===== config.mk =====
export PLATFORM = sky130hd
export DESIGN_NAME = ntc_adc_to_temperature
export DESIGN_NICKNAME = d
export VERILOG_FILES = /design/src/hdl/ntcadc_pkg.sv /design/src/hdl/ntcadc_ram.sv /design/src/hdl/ntcadc_div.sv /design/src/hdl/ntc_adc_to_temperature.sv
export SDC_FILE = /design/constraint.sdc
export NUM_CORES = 2
export LEC_CHECK = 0
export BUFFER_PORTS_ARGS = -buffer_cell sky130_fd_sc_hd__buf_2
export CAP_MARGIN = 20
export CORE_MARGIN = 5
export CORE_UTILIZATION = 48
export DETAILED_ROUTE_END_ITERATION = 6
export REMOVE_ABC_BUFFERS = 1
export SYNTH_ARGS = -nofsm -noshare
export SYNTH_HDL_FRONTEND = slang
export SYNTH_HIERARCHICAL = 1
export SYNTH_SLANG_ARGS = --single-unit
export TNS_END_PERCENT = 1

===== constraint.sdc =====
create_clock -name clk_i -period 21.1 [get_ports clk_i]
set_clock_uncertainty 0.05 [all_clocks]
set_input_delay 0 -clock clk_i [delete_from_list [all_inputs] [get_ports clk_i]]
set_output_delay 0 -clock clk_i [all_outputs]
set_load 0.1 [all_outputs]

===== src/hdl/ntcadc_pkg.sv =====
// shared types, constants and reset values for the ntc adc to temperature converter
package ntcadc_pkg;

  localparam int unsigned ADC_W        = 12;
  localparam int unsigned ENTRY_IDX_W  = 4;
  localparam int unsigned OHMS_W       = 32;
  localparam int unsigned TEMP_W       = 16;
  localparam int unsigned DMV_W        = 16;
  localparam int unsigned COUNT_W      = 5;
  localparam int unsigned CFG_IDX_W    = 2;
  localparam int unsigned CFG_DATA_W   = 32;
  localparam int unsigned STATUS_W     = 2;

  localparam int unsigned NUM_W        = 48;
  localparam int unsigned DEN_W        = 32;
  localparam int unsigned CNT_W        = 6;
  localparam int unsigned RES_QBITS    = 48;
  localparam int unsigned INTERP_QBITS = 16;

  localparam int unsigned DEF_MAX_ANCHORS    = 16;
  localparam int unsigned DEF_ADC_FULL_SCALE = 4095;
  localparam int unsigned DEF_REF_MILLIVOLTS = 3300;
  localparam int unsigned MIN_ANCHORS        = 2;

  localparam int unsigned RAIL_HI_NUM = 95;
  localparam int unsigned RAIL_HI_DEN = 100;
  localparam int unsigned RAIL_LO_DEN = 10;

  localparam logic                  RST_UPPER_POSITION = 1'b0;
  localparam logic [DMV_W-1:0]      RST_DIVIDER_MV     = 16'd3300;
  localparam logic [OHMS_W-1:0]     RST_DIVIDER_OHMS   = 32'd10000;
  localparam logic [COUNT_W-1:0]    RST_ANCHOR_COUNT   = 5'd2;

  typedef enum logic [CFG_IDX_W-1:0] {
    CFG_UPPER_POSITION = 2'd0,
    CFG_DIVIDER_MV     = 2'd1,
    CFG_DIVIDER_OHMS   = 2'd2,
    CFG_ANCHOR_COUNT   = 2'd3
  } cfg_idx_e;

  typedef enum logic {
    ACT_ANCHOR  = 1'b0,
    ACT_CONVERT = 1'b1
  } action_e;

  typedef enum logic [STATUS_W-1:0] {
    STAT_INTERP = 2'd0,
    STAT_ABOVE  = 2'd1,
    STAT_BELOW  = 2'd2,
    STAT_FAULT  = 2'd3
  } status_e;

  typedef enum logic [1:0] {
    DIV_RES,
    DIV_INTERP
  } div_mode_e;

  typedef struct packed {
    logic      start;
    div_mode_e mode;
  } div_req_t;

  typedef struct packed {
    logic        [OHMS_W-1:0] ohms;
    logic signed [TEMP_W-1:0] temp;
  } anchor_t;

  typedef enum logic [3:0] {
    S_IDLE,
    S_MV,
    S_CHECK,
    S_RSTART,
    S_RES,
    S_SRCH,
    S_DIFF,
    S_MUL,
    S_IDIV,
    S_FAULT_RD,
    S_FAULT,
    S_EMIT
  } state_e;

endpackage


===== src/hdl/ntcadc_ram.sv =====
// generic single-write, single-read ram with registered read data
module ntcadc_ram #(
  parameter int unsigned WIDTH = 48,
  parameter int unsigned DEPTH = 16
) (
  input  logic                     clk_i,
  input  logic                     we_i,
  input  logic [$clog2(DEPTH)-1:0] waddr_i,
  input  logic [WIDTH-1:0]         wdata_i,
  input  logic [$clog2(DEPTH)-1:0] raddr_i,
  output logic [WIDTH-1:0]         rdata_o
);

  logic [WIDTH-1:0] mem_q [DEPTH];
  logic [WIDTH-1:0] rdata_q;

  always_ff @(posedge clk_i) begin
    if (we_i) begin
      mem_q[waddr_i] <= wdata_i;
    end
    rdata_q <= mem_q[raddr_i];
  end

  assign rdata_o = rdata_q;

endmodule


===== src/hdl/ntcadc_div.sv =====
// bit-serial restoring divider, one quotient bit per cycle, start offset per operand kind
module ntcadc_div
  import ntcadc_pkg::*;
(
  input  logic             clk_i,
  input  logic             rst_ni,
  input  div_req_t         req_i,
  input  logic [NUM_W-1:0] num_i,
  input  logic [DEN_W-1:0] den_i,
  output logic             done_o,
  output logic [NUM_W-1:0] quo_o
);

  logic             busy_q, busy_d;
  logic [CNT_W-1:0] cnt_q, cnt_d;
  logic [DEN_W-1:0] rem_q, rem_d;
  logic [DEN_W-1:0] den_q, den_d;
  logic [NUM_W-1:0] nq_q, nq_d;
  logic [DEN_W+1:0] trial;

  assign trial = {1'b0, rem_q, nq_q[NUM_W-1]} - {2'b00, den_q};

  always_comb begin
    busy_d = busy_q;
    cnt_d  = cnt_q;
    rem_d  = rem_q;
    den_d  = den_q;
    nq_d   = nq_q;
    if (req_i.start) begin
      busy_d = 1'b1;
      den_d  = den_i;
      unique case (req_i.mode)
        DIV_RES: begin
          rem_d = '0;
          nq_d  = num_i;
          cnt_d = CNT_W'(RES_QBITS);
        end
        DIV_INTERP: begin
          rem_d = DEN_W'(num_i >> INTERP_QBITS);
          nq_d  = num_i << (NUM_W - INTERP_QBITS);
          cnt_d = CNT_W'(INTERP_QBITS);
        end
        default: begin
          busy_d = 1'b0;
        end
      endcase
    end else if (busy_q) begin
      if (cnt_q != '0) begin
        cnt_d = cnt_q - CNT_W'(1);
        if (!trial[DEN_W+1]) begin
          rem_d = trial[DEN_W-1:0];
        end else begin
          rem_d = {rem_q[DEN_W-2:0], nq_q[NUM_W-1]};
        end
        nq_d = {nq_q[NUM_W-2:0], !trial[DEN_W+1]};
      end else begin
        busy_d = 1'b0;
      end
    end
  end

  always_ff @(posedge clk_i or negedge rst_ni) begin
    if (!rst_ni) begin
      busy_q <= 1'b0;
      cnt_q  <= '0;
    end else begin
      busy_q <= busy_d;
      cnt_q  <= cnt_d;
    end
  end

  always_ff @(posedge clk_i) begin
    rem_q <= rem_d;
    den_q <= den_d;
    nq_q  <= nq_d;
  end

  assign done_o = busy_q && (cnt_q == '0);
  assign quo_o  = nq_q;

endmodule


===== src/hdl/ntc_adc_to_temperature.sv =====
// ntc divider adc code to temperature converter, top level
//
//   channel | direction | handshake                 | payload
//   in      | sink      | in_valid_i / in_stall_o   | action, adc_code, entry_index/ohms/temp
//   out     | source    | out_valid_o / out_stall_i | temperature, status
//   cfg     | sink      | cfg_we_i, cfg_idx_i       | cfg_wdata_i
//
// an anchor write item is written straight into the anchor ram and gives no result
// a conversion runs a resistance division, a search down the anchor table from the last of the
//   n anchors, n the saturated anchor count, and, between two anchors, an interpolation division;
//   a sensor fault skips all three
// reset loads the register defaults; the anchor ram is not cleared
// the input stalls while a conversion runs and while its result waits on a stalled output
module ntc_adc_to_temperature
  import ntcadc_pkg::*;
#(
  parameter int unsigned MAX_ANCHORS    = DEF_MAX_ANCHORS,
  parameter int unsigned ADC_FULL_SCALE = DEF_ADC_FULL_SCALE,
  parameter int unsigned REF_MILLIVOLTS = DEF_REF_MILLIVOLTS
) (
  input  logic                     clk_i,
  input  logic                     rst_ni,
  input  logic                     in_valid_i,
  output logic                     in_stall_o,
  input  logic                     action_i,
  input  logic [ADC_W-1:0]         adc_code_i,
  input  logic [ENTRY_IDX_W-1:0]   entry_index_i,
  input  logic [OHMS_W-1:0]        entry_ohms_i,
  input  logic signed [TEMP_W-1:0] entry_temp_i,
  output logic                     out_valid_o,
  input  logic                     out_stall_i,
  output logic signed [TEMP_W-1:0] temperature_o,
  output logic [STATUS_W-1:0]      status_o,
  input  logic                     cfg_we_i,
  input  logic [CFG_IDX_W-1:0]     cfg_idx_i,
  input  logic [CFG_DATA_W-1:0]    cfg_wdata_i
);

  localparam int unsigned AW          = $clog2(MAX_ANCHORS);
  localparam int unsigned MV_MAX      = ((2 ** ADC_W - 1) * REF_MILLIVOLTS) / ADC_FULL_SCALE;
  localparam int unsigned MV_W        = $clog2(MV_MAX + 1);
  localparam int unsigned RAIL_HI_LIM = ADC_FULL_SCALE * RAIL_HI_NUM;
  localparam int unsigned MVX_W       = $clog2((2 ** ADC_W - 1) * REF_MILLIVOLTS + 1);
  localparam int unsigned MV_SHIFT    = MVX_W + $clog2(ADC_FULL_SCALE);
  localparam longint unsigned MV_RECIP =
    ((64'd1 << MV_SHIFT) + ADC_FULL_SCALE - 1) / ADC_FULL_SCALE;
  localparam longint unsigned MV_SCALE = MV_RECIP * REF_MILLIVOLTS;

  state_e state_q, state_d;

  logic                upper_q, upper_d;
  logic [DMV_W-1:0]    dmv_q, dmv_d;
  logic [OHMS_W-1:0]   dohms_q, dohms_d;
  logic [COUNT_W-1:0]  count_q, count_d;

  logic [ADC_W-1:0]    adc_q, adc_d;
  logic [MV_W-1:0]     mv_q, mv_d;
  logic [DMV_W-1:0]    fac_q, fac_d;
  logic [DMV_W-1:0]    dvs_q, dvs_d;
  logic [NUM_W-1:0]    r_q, r_d;
  logic [AW-1:0]       ptr_q, ptr_d;
  logic [AW-1:0]       cur_q, cur_d;
  logic                rd_vld_q, rd_vld_d;
  anchor_t             seg_hi_q, seg_hi_d;
  anchor_t             seg_lo_q, seg_lo_d;
  logic [OHMS_W-1:0]   numr_q, numr_d;
  logic [DEN_W-1:0]    dvsi_q, dvsi_d;
  logic                dneg_q, dneg_d;
  logic [TEMP_W-1:0]   dmag_q, dmag_d;
  logic [TEMP_W-1:0]   res_temp_q, res_temp_d;
  status_e             res_stat_q, res_stat_d;
  logic                out_vld_q, out_vld_d;
  logic [TEMP_W-1:0]   out_temp_q, out_temp_d;
  status_e             out_stat_q, out_stat_d;

  logic                accept;
  logic                emit_ok;
  logic                ram_we;
  logic [AW-1:0]       ram_raddr;
  logic [$bits(anchor_t)-1:0] ram_rdata;
  anchor_t             rd_ent;
  logic [AW-1:0]       last_idx;
  logic                hit;
  logic                fault;
  logic [DMV_W-1:0]    mv16;
  logic [63:0]         mv_prod;
  logic signed [TEMP_W:0] diff;
  logic [TEMP_W:0]     diff_abs;
  logic [TEMP_W-1:0]   q16;

  div_req_t            div_req;
  logic [NUM_W-1:0]    div_num;
  logic [DEN_W-1:0]    div_den;
  logic                div_done;
  logic [NUM_W-1:0]    div_quo;

  assign in_stall_o = (state_q != S_IDLE);
  assign accept     = in_valid_i && !in_stall_o;
  assign emit_ok    = !out_vld_q || !out_stall_i;
  assign rd_ent     = anchor_t'(ram_rdata);
  assign hit        = r_q < NUM_W'(rd_ent.ohms);
  assign mv16       = DMV_W'(mv_q);
  assign q16        = div_quo[TEMP_W-1:0];

  // millivolts by reciprocal multiplication, exact over the whole adc range
  assign mv_prod    = 64'(adc_q) * MV_SCALE;

  assign ram_we = accept && (action_i == ACT_ANCHOR) && (32'(entry_index_i) < MAX_ANCHORS);

  // last anchor index, from the anchor count saturated to between MIN_ANCHORS and the table size
  always_comb begin
    if (32'(count_q) < MIN_ANCHORS) begin
      last_idx = AW'(MIN_ANCHORS - 1);
    end else if (32'(count_q) > MAX_ANCHORS) begin
      last_idx = AW'(MAX_ANCHORS - 1);
    end else begin
      last_idx = AW'(count_q - COUNT_W'(1));
    end
  end

  // near rail and bad divisor checks
  always_comb begin
    if (!upper_q) begin
      fault = (32'(adc_q) * RAIL_HI_DEN > RAIL_HI_LIM) || (32'(dmv_q) <= 32'(mv_q));
    end else begin
      fault = (32'(adc_q) * RAIL_LO_DEN < ADC_FULL_SCALE) || (mv_q == '0)
              || (32'(dmv_q) < 32'(mv_q));
    end
  end

  always_comb begin
    diff     = {seg_lo_q.temp[TEMP_W-1], seg_lo_q.temp} - {seg_hi_q.temp[TEMP_W-1], seg_hi_q.temp};
    diff_abs = diff[TEMP_W] ? ((TEMP_W+1)'(0) - diff) : diff;
  end

  always_comb begin
    upper_d = upper_q;
    dmv_d   = dmv_q;
    dohms_d = dohms_q;
    count_d = count_q;
    if (cfg_we_i) begin
      unique case (cfg_idx_e'(cfg_idx_i))
        CFG_UPPER_POSITION: upper_d = cfg_wdata_i[0];
        CFG_DIVIDER_MV:     dmv_d   = cfg_wdata_i[DMV_W-1:0];
        CFG_DIVIDER_OHMS:   dohms_d = cfg_wdata_i[OHMS_W-1:0];
        CFG_ANCHOR_COUNT:   count_d = cfg_wdata_i[COUNT_W-1:0];
      endcase
    end
  end

  always_comb begin
    state_d = state_q;
    unique case (state_q)
      S_IDLE: begin
        if (accept && (action_i == ACT_CONVERT)) begin
          state_d = S_MV;
        end
      end
      S_MV:     state_d = S_CHECK;
      S_CHECK:  state_d = fault ? S_FAULT_RD : S_RSTART;
      S_RSTART: state_d = S_RES;
      S_RES: begin
        if (div_done) begin
          state_d = S_SRCH;
        end
      end
      S_SRCH: begin
        if (rd_vld_q && (hit || (cur_q == '0))) begin
          state_d = (hit && (cur_q != last_idx)) ? S_DIFF : S_EMIT;
        end
      end
      S_DIFF: state_d = S_MUL;
      S_MUL:  state_d = S_IDIV;
      S_IDIV: begin
        if (div_done) begin
          state_d = S_EMIT;
        end
      end
      S_FAULT_RD: state_d = S_FAULT;
      S_FAULT:    state_d = S_EMIT;
      S_EMIT: begin
        if (emit_ok) begin
          state_d = S_IDLE;
        end
      end
      default: state_d = S_IDLE;
    endcase
  end

  always_comb begin
    adc_d      = adc_q;
    mv_d       = mv_q;
    fac_d      = fac_q;
    dvs_d      = dvs_q;
    r_d        = r_q;
    ptr_d      = ptr_q;
    cur_d      = cur_q;
    rd_vld_d   = rd_vld_q;
    seg_hi_d   = seg_hi_q;
    seg_lo_d   = seg_lo_q;
    numr_d     = numr_q;
    dvsi_d     = dvsi_q;
    dneg_d     = dneg_q;
    dmag_d     = dmag_q;
    res_temp_d = res_temp_q;
    res_stat_d = res_stat_q;
    out_temp_d = out_temp_q;
    out_stat_d = out_stat_q;
    out_vld_d  = out_vld_q && out_stall_i;
    ram_raddr  = '0;
    div_req    = '{start: 1'b0, mode: DIV_RES};
    div_num    = '0;
    div_den    = '0;
    unique case (state_q)
      S_IDLE: begin
        if (accept && (action_i == ACT_CONVERT)) begin
          adc_d = adc_code_i;
        end
      end
      S_MV: begin
        mv_d = MV_W'(mv_prod >> MV_SHIFT);
      end
      S_CHECK: begin
        fac_d = upper_q ? (dmv_q - mv16) : mv16;
        dvs_d = upper_q ? mv16 : (dmv_q - mv16);
      end
      S_RSTART: begin
        div_req = '{start: 1'b1, mode: DIV_RES};
        div_num = NUM_W'(fac_q) * NUM_W'(dohms_q);
        div_den = DEN_W'(dvs_q);
      end
      S_RES: begin
        if (div_done) begin
          r_d      = div_quo;
          ptr_d    = last_idx;
          rd_vld_d = 1'b0;
        end
      end
      S_SRCH: begin
        // one entry read per cycle, walking from the last anchor down
        ram_raddr = ptr_q;
        ptr_d     = ptr_q - AW'(1);
        cur_d     = ptr_q;
        rd_vld_d  = 1'b1;
        if (rd_vld_q) begin
          if (hit) begin
            seg_hi_d = rd_ent;
            if (cur_q == last_idx) begin
              res_temp_d = rd_ent.temp;
              res_stat_d = STAT_ABOVE;
            end
          end else begin
            seg_lo_d = rd_ent;
            if (cur_q == '0) begin
              res_temp_d = rd_ent.temp;
              res_stat_d = STAT_BELOW;
            end
          end
        end
      end
      S_DIFF: begin
        numr_d = seg_hi_q.ohms - r_q[OHMS_W-1:0];
        dvsi_d = seg_hi_q.ohms - seg_lo_q.ohms;
        dneg_d = diff[TEMP_W];
        dmag_d = diff_abs[TEMP_W-1:0];
      end
      S_MUL: begin
        div_req = '{start: 1'b1, mode: DIV_INTERP};
        div_num = NUM_W'(numr_q) * NUM_W'(dmag_q);
        div_den = dvsi_q;
      end
      S_IDIV: begin
        if (div_done) begin
          res_temp_d = seg_hi_q.temp + (dneg_q ? (TEMP_W'(0) - q16) : q16);
          res_stat_d = STAT_INTERP;
        end
      end
      S_FAULT_RD: begin
        ram_raddr = '0;
      end
      S_FAULT: begin
        res_temp_d = rd_ent.temp;
        res_stat_d = STAT_FAULT;
      end
      S_EMIT: begin
        if (emit_ok) begin
          out_temp_d = res_temp_q;
          out_stat_d = res_stat_q;
          out_vld_d  = 1'b1;
        end
      end
      default: begin
        ram_raddr = '0;
      end
    endcase
  end

  ntcadc_ram #(
    .WIDTH($bits(anchor_t)),
    .DEPTH(MAX_ANCHORS)
  ) u_ram (
    .clk_i   (clk_i),
    .we_i    (ram_we),
    .waddr_i (AW'(entry_index_i)),
    .wdata_i ({entry_ohms_i, entry_temp_i}),
    .raddr_i (ram_raddr),
    .rdata_o (ram_rdata)
  );

  ntcadc_div u_div (
    .clk_i  (clk_i),
    .rst_ni (rst_ni),
    .req_i  (div_req),
    .num_i  (div_num),
    .den_i  (div_den),
    .done_o (div_done),
    .quo_o  (div_quo)
  );

  always_ff @(posedge clk_i or negedge rst_ni) begin
    if (!rst_ni) begin
      state_q   <= S_IDLE;
      upper_q   <= RST_UPPER_POSITION;
      dmv_q     <= RST_DIVIDER_MV;
      dohms_q   <= RST_DIVIDER_OHMS;
      count_q   <= RST_ANCHOR_COUNT;
      rd_vld_q  <= 1'b0;
      out_vld_q <= 1'b0;
    end else begin
      state_q   <= state_d;
      upper_q   <= upper_d;
      dmv_q     <= dmv_d;
      dohms_q   <= dohms_d;
      count_q   <= count_d;
      rd_vld_q  <= rd_vld_d;
      out_vld_q <= out_vld_d;
    end
  end

  always_ff @(posedge clk_i) begin
    adc_q      <= adc_d;
    mv_q       <= mv_d;
    fac_q      <= fac_d;
    dvs_q      <= dvs_d;
    r_q        <= r_d;
    ptr_q      <= ptr_d;
    cur_q      <= cur_d;
    seg_hi_q   <= seg_hi_d;
    seg_lo_q   <= seg_lo_d;
    numr_q     <= numr_d;
    dvsi_q     <= dvsi_d;
    dneg_q     <= dneg_d;
    dmag_q     <= dmag_d;
    res_temp_q <= res_temp_d;
    res_stat_q <= res_stat_d;
    out_temp_q <= out_temp_d;
    out_stat_q <= out_stat_d;
  end

  assign out_valid_o   = out_vld_q;
  assign temperature_o = out_temp_q;
  assign status_o      = out_stat_q;

`ifndef NO_ASSERTIONS
  a_div_done_in_wait: assert property (@(posedge clk_i) disable iff (!rst_ni)
    div_done |-> (state_q == S_RES || state_q == S_IDIV))
    else $error("divider finished outside a wait state");

  a_search_in_table: assert property (@(posedge clk_i) disable iff (!rst_ni)
    (state_q == S_SRCH && rd_vld_q) |-> (cur_q <= last_idx))
    else $error("anchor search left the table");

  a_emit_holds: assert property (@(posedge clk_i) disable iff (!rst_ni)
    (state_q == S_EMIT && out_vld_q && out_stall_i) |=> (state_q == S_EMIT))
    else $error("result dropped while output slot full");

  a_out_from_emit: assert property (@(posedge clk_i) disable iff (!rst_ni)
    $rose(out_vld_q) |-> ($past(state_q) == S_EMIT))
    else $error("output item raised outside emit");
`endif

endmodule


# ---- After elaboration in Yosys (flattened, before gate mapping)
# Memory sizes are Yosys's and may differ from the RTL's. A register that Yosys moved wholly into a read port is not among the register bits.
# Index checks and enable logic that the tools add are counted.
dict set report totals {
  ramBits 768
  register_bits 504
  inputBits 104
  memories 1
  output_inout_bits 20
  word_cells 183
}
dict set report classes {
  n_bitwise 2
  multipliers 5
  addsub 11
  n_mux 56
  n_lt_le_gt_ge 7
  reduce_logical 42
  eq_ne 26
}
# name words word_bits rd rd_ports_with_merged_regs write_ports line_no
set memory_table {}
lappend memory_table {u_ram.mem_q 16 48 1 1 1 ntcadc_ram.sv:14} ;# logic [WIDTH-1:0] mem_q [DEPTH];
# op n
set ops {}
lappend ops {{case mux 48 bit (2 select lines)} 2}
lappend ops {{two-way mux 48 bit} 3}
lappend ops {{two-way mux 32 bit} 4}
lappend ops {{case mux 32 bit (2 select lines)} 2}
lappend ops {{two-way mux 16 bit} 7}
lappend ops {{subtractor 32 bit} 2}
lappend ops {{less-than comparator 48 x 32 -> 1 bit} 1}
lappend ops {{multiplier 16 x 32 -> 48 bit} 1}
lappend ops {{multiplier 32 x 16 -> 48 bit} 1}
lappend ops {{case mux 16 bit (3 select lines)} 1}
lappend ops {{case mux 4 bit (12 select lines)} 1}
lappend ops {{multiplier 12 x 33 -> 45 bit (second input constant)} 1}
lappend ops {{two-way mux 4 bit} 11}
lappend ops {{subtractor 33 x 32 -> 34 bit} 1}
lappend ops {{subtractor 1 x 16 -> 16 bit (first input constant)} 2}
lappend ops {{two-way mux 12 bit} 2}
lappend ops {{> comparator 19 bit (second input constant)} 1}
lappend ops {{two-way mux 6 bit} 3}
lappend ops {{multiplier 12 x 5 -> 17 bit (second input constant)} 1}
lappend ops {{subtractor 16 x 16 -> 17 bit} 1}
lappend ops {{adder 16 bit} 1}
lappend ops {{equality test 4 x 3 -> 1 bit (second input constant)} 4}
lappend ops {{equality test 4 bit (second input constant)} 4}
lappend ops {{less-or-equal comparator 16 x 12 -> 1 bit} 1}
lappend ops {{other kinds (40)} 91}

# ---- Depth between registers and ports, before layout
dict set report depth {
  depth_word 8
  depth_mapped 28
  ltp_nobuf 26
}

# ---- Modules after synthesis
# Netlist, hierarchy kept.
# mod area_per_inst_um2 cells_per_inst n_inst seq_area_each_um2
set modules_own_cells {}
lappend modules_own_cells {ntc_adc_to_temperature 58065.7 5997 1 11275.8}
lappend modules_own_cells {ntcadc_ram 29691.0 1242 1 24023.0}
lappend modules_own_cells {ntcadc_div 6993.0 684 1 3538.4}

# ---- Least setup slack after synthesis
# OpenSTA, ideal clock, no wires.
dict set report synth_timing {
  path_type {register to register}
  startpoint {register dohms_q[13]}
  endpoint {register u_div.rem_q[30], data pin}
  synth_period_minus_slack_ns 7.060
  setup_time_ns 0.267
  path_stages_with_launch 26
  required_time_ns 20.783
  arrival_time_ns 6.744
  path_buffers 1
  slack_ns 14.040
  path_cell_list {dfstp_2 -> clkbuf_1 -> nand2_1 -> fa_1 -> fa_1 -> fa_1 -> inv_1 -> fa_1 -> fa_1 -> inv_1 -> fa_1 -> inv_1 -> ha_1 -> nand3_1 -> or4_1 -> o2bb2ai_2 -> nor4_1 -> o21ai_2 -> a2111oi_0 -> or3_4 -> o21ai_2 -> a2111oi_1 -> a31oi_1 -> o211ai_1 -> a22oi_1 -> o21ai_0}
}
dict set report synth_via {
  elab_chain_len 4
}
# element line_no
set synth_lines {}
lappend synth_lines {{from (decl)} ntc_adc_to_temperature.sv:53} ;# logic [OHMS_W-1:0] dohms_q, dohms_d;
lappend synth_lines {{from (signal assigned)} ntc_adc_to_temperature.sv:333} ;# dohms_q <= dohms_d;
lappend synth_lines {{multiplier 16 x 32 -> 48 bit} ntc_adc_to_temperature.sv:229} ;# div_num = NUM_W'(fac_q) * NUM_W'(dohms_q);
lappend synth_lines {{case mux 48 bit (2 select lines)} ntc_adc_to_temperature.sv:214} ;# unique case (state_q)
lappend synth_lines {{named net div_num[46]} ntc_adc_to_temperature.sv:92} ;# logic [NUM_W-1:0] div_num;
lappend synth_lines {{case mux 32 bit (2 select lines)} ntcadc_div.sv:32} ;# unique case (req_i.mode)
lappend synth_lines {{two-way mux 32 bit} ntcadc_div.sv:29} ;# if (req_i.start) begin
lappend synth_lines {{named net u_div.rem_d[30]} ntcadc_div.sv:16} ;# logic [DEN_W-1:0] rem_q, rem_d;
lappend synth_lines {{to (signal assigned)} ntcadc_div.sv:73} ;# rem_q <= rem_d;
lappend synth_lines {{to (decl)} ntcadc_div.sv:16}
# The timed path passes the listed nets, and every way through them passes these cells.
# A chain may end at the register's enable or synchronous reset.

# ---- Final worst setup path
dict set report layout_timing {
  startpoint {register dohms_q[17]}
  endpoint {register u_div.rem_q[25], data pin}
}
# Same word-level chain as after synthesis.

==> impl_metrics.json <==
{
  "grt_pass1_vias": 64000,
  "clk_pin_slew_ns": 0.06,
  "slew_violations": 0,
  "fin_crit_sh_pct": 37.2,
  "final_common_cell": "inv_1",
  "cp.arrival_ns": 8.33,
  "synth_area_per_cell_sq_um": 12.0,
  "path_delay_family": "adder cells",
  "drtPass1Iterations": 6,
  "areaGrowthSynthToFinish_pct": 10.7,
  "critical_path.slowest_cell": "dfrtp_1",
  "setup_violations": 0,
  "grt_pass1_wl_mm": 383,
  "die_area_sq_mm": 0.206,
  "io_buffer_count": 123,
  "yosys_most_used_dff": "edfxtp_1",
  "startpoint_type": "register",
  "start_util_pct": 48.1,
  "gp_congestion": 0.898,
  "cp_common_cell": "fa_1",
  "wl_per_cell_microns": 22.7,
  "synth_cells": 7923,
  "path_buf_inv": 4,
  "cts_tree": "done",
  "worst_slack_ns": 13.24,
  "final_cell_mix": "1,290 x inv_1, 1,205 x edfxtp_1, 953 x fa_1, 883 x nand2_1, 568 x ha_1",
  "hp-start": "entry_temp_i[3]",
  "cts_max_level": 4,
  "max_freq_mhz": 127,
  "endpoint_kind": "register",
  "core-area_sq_mm": 0.197,
  "fin_crit_ns": 7.86,
  "io_pins": 124,
  "grt-ovfl-total": 0,
  "ctsRootBufferMaster": "clkbuf_16",
  "async_flop_share_pct": 5.08,
  "r2r-start": "dohms_q[17]$_DFFE_PN0P_",
  "cts_made_buffers": 141,
  "totalWireLength_mm": 247,
  "ant_nets": 0,
  "post_cts_resized": 0,
  "tightest_slew_ns": 1.09,
  "nets": 9773,
  "crit_type": "register to register",
  "antenna_found_initial": 30,
  "viasPerCell": 5.55,
  "groute.usage.overall_pct": 24.3,
  "first_iter_violations": 4529,
  "yosysSeqAreaShare_pct": 41.0,
  "synth-edff-count": 1205,
  "ys_ff_latch": 1320,
  "relSlewSlack_pct": 27.0,
  "status": "complete, no violations",
  "ys_types": 102,
  "hp-class": "input port to register",
  "cts_sinks": 1320,
  "grt_max_degree": 139,
  "crit_required_ns": 21.57,
  "dr_total_vias": 60500,
  "n_fill_cell": 16800,
  "fp-row-count": 163,
  "die_h_microns": 454,
  "startpoint": "dohms_q[17]$_DFFE_PN0P_",
  "cts_max_path_buffers": 3,
  "hold_violations": 0,
  "drc": 0,
  "max-cap-violations": 0,
  "cp_slowest_stage_delay_ns": 0.77,
  "die_w_microns": 454,
  "synthesis.area_sq_mm": 0.0947,
  "hpwl_mm": 174,
  "rsz0062_at_grt": "no",
  "yosysWarnings": 6,
  "drive_gt1_share_pct": 9.39,
  "pre_cts_ws_ns": 12.72,
  "path_max_fanout": 17,
  "clkLatencyLatePin_ns": 0.81
}
[worst register-to-register path, stage by stage, from the launching register on]
cell	delay, ns
dfrtp_1	0.77
nand2_1	0.19
fa_1	0.57
fa_1	0.52
fa_1	0.51
inv_1	0.05
fa_1	0.51
fa_1	0.57
inv_1	0.08
fa_1	0.48
inv_1	0.05
ha_1	0.36
a21oi_1	0.22
o21ai_0	0.14
a2111oi_0	0.33
dlymetal6s2s_1	0.24
nand4_1	0.20
nand3_1	0.17
a21oi_1	0.09
o21ai_0	0.39
nor4b_1	0.11
or2_2	0.30
xnor2_1	0.26
o22ai_1	0.14
a32oi_1	0.18
o21ai_0	0.12
[final timing paths]
kind	to	slack, ns	cells past startpoint
min in group asynchronous	dohms_q[3]$_DFFE_PN0P_	0.54	4
max	u_div/rem_q[25]$_DFFE_PP_	13.24	25
max in group asynchronous	u_div/cnt_q[4]$_DFFE_PN0P_	19.76	4
min reg2reg	temperature_o[11]$_DFFE_PP_	0.37	0
min	u_ram/mem_q[15][3]$_DFFE_PP_	0.05	2
max reg2reg	u_div/rem_q[25]$_DFFE_PP_	13.24	25
[stage by stage]
step / setup TNS, ns / util (%) / hold slack (ns) / area [sq um] / cells
2_1_floorplan: -239.04 / - / -0.346 / 93500 / 7617
3_3_place_gp: 0 / 50.0 / 0.127 / 98400 / 10500
3_5_place_dp: 0 / 50.0 / 0.128 / 98400 / 10500
4_1_cts: 0 / 53.3 / 0.0000904 / 105000 / 10900
5_1_grt: 0 / 53.3 / 0.0482 / 105000 / 10900
6_report: 0 / 53.3 / 0.0518 / 105000 / 10900
[area by class of cell]
cell class,count,area (sq um),area share [%]
Multi-Input combinational cell,5003,50000,47.7
Sequential cell,1320,38800,37.0
Inverter,1294,4860,4.63
Clock buffer,172,3760,3.58
Tap cell,2640,3300,3.15
Timing Repair Buffer,388,3040,2.90
Clock inverter,85,1040,0.990
Antenna cell,7,17.5,0.0167
[sequential cells by signal, summed over array words and instances (netlist names), 32 cells and up]
signal,flops
u_div/quo_o,48
seg_lo_q,48
dvsi_q,32
u_div/rem_q,32
dohms_q,32
numr_q,32
u_ram/rdata_o,48
r_q,48
seg_hi_q,48
u_ram/mem_q,768
u_div/den_q,32
[cell usage after synthesis, drive strengths merged, types with 99 or more instances]
library cell / count / area [sq um]
a21o: 133 / 1000
a21oi: 253 / 1300
a22oi: 100 / 751
and2: 432 / 2700
clkbuf: 256 / 961
edfxtp: 1205 / 36200
fa: 953 / 19100
ha: 568 / 7110
inv: 1292 / 4850
mux4: 192 / 4320
nand2: 884 / 3320
nor2: 208 / 788
o21ai: 206 / 1040
xnor2: 154 / 1350
xor2: 99 / 867
[per-layer routing]
| metal | GRT usage (%) | part of all wire (%) | vias to the layer above |
|---|---|---|---|
| li1 | - | - | 27200 |
| met4 | 6.61 | 2.5 | 16 |
| met2 | 41.2 | 50 | 1708 |
| met5 | 0 | 0.043 | - |
| met3 | 3.71 | 5.7 | 362 |
| met1 | 32.7 | 42 | 31300 |
[logic make-up after synthesis]
family          share of synthesized area, %
flops                                   41.0
fa+ha+maj                               27.6
simple gates                            9.48
xor+xnor                                2.34
compound gates                          7.45
mux                                     5.67
other cells                          0.00396
buf+inv                                 6.44
[repair_timing]
item / CTS / global route
hold buffers: 168 / 0
hold endpoints to repair: 975 / 0
setup buffers: 0 / 0
Power is not shown: default switching activity piles up to over one toggle a cycle in this logic, so the estimate is an artifact.
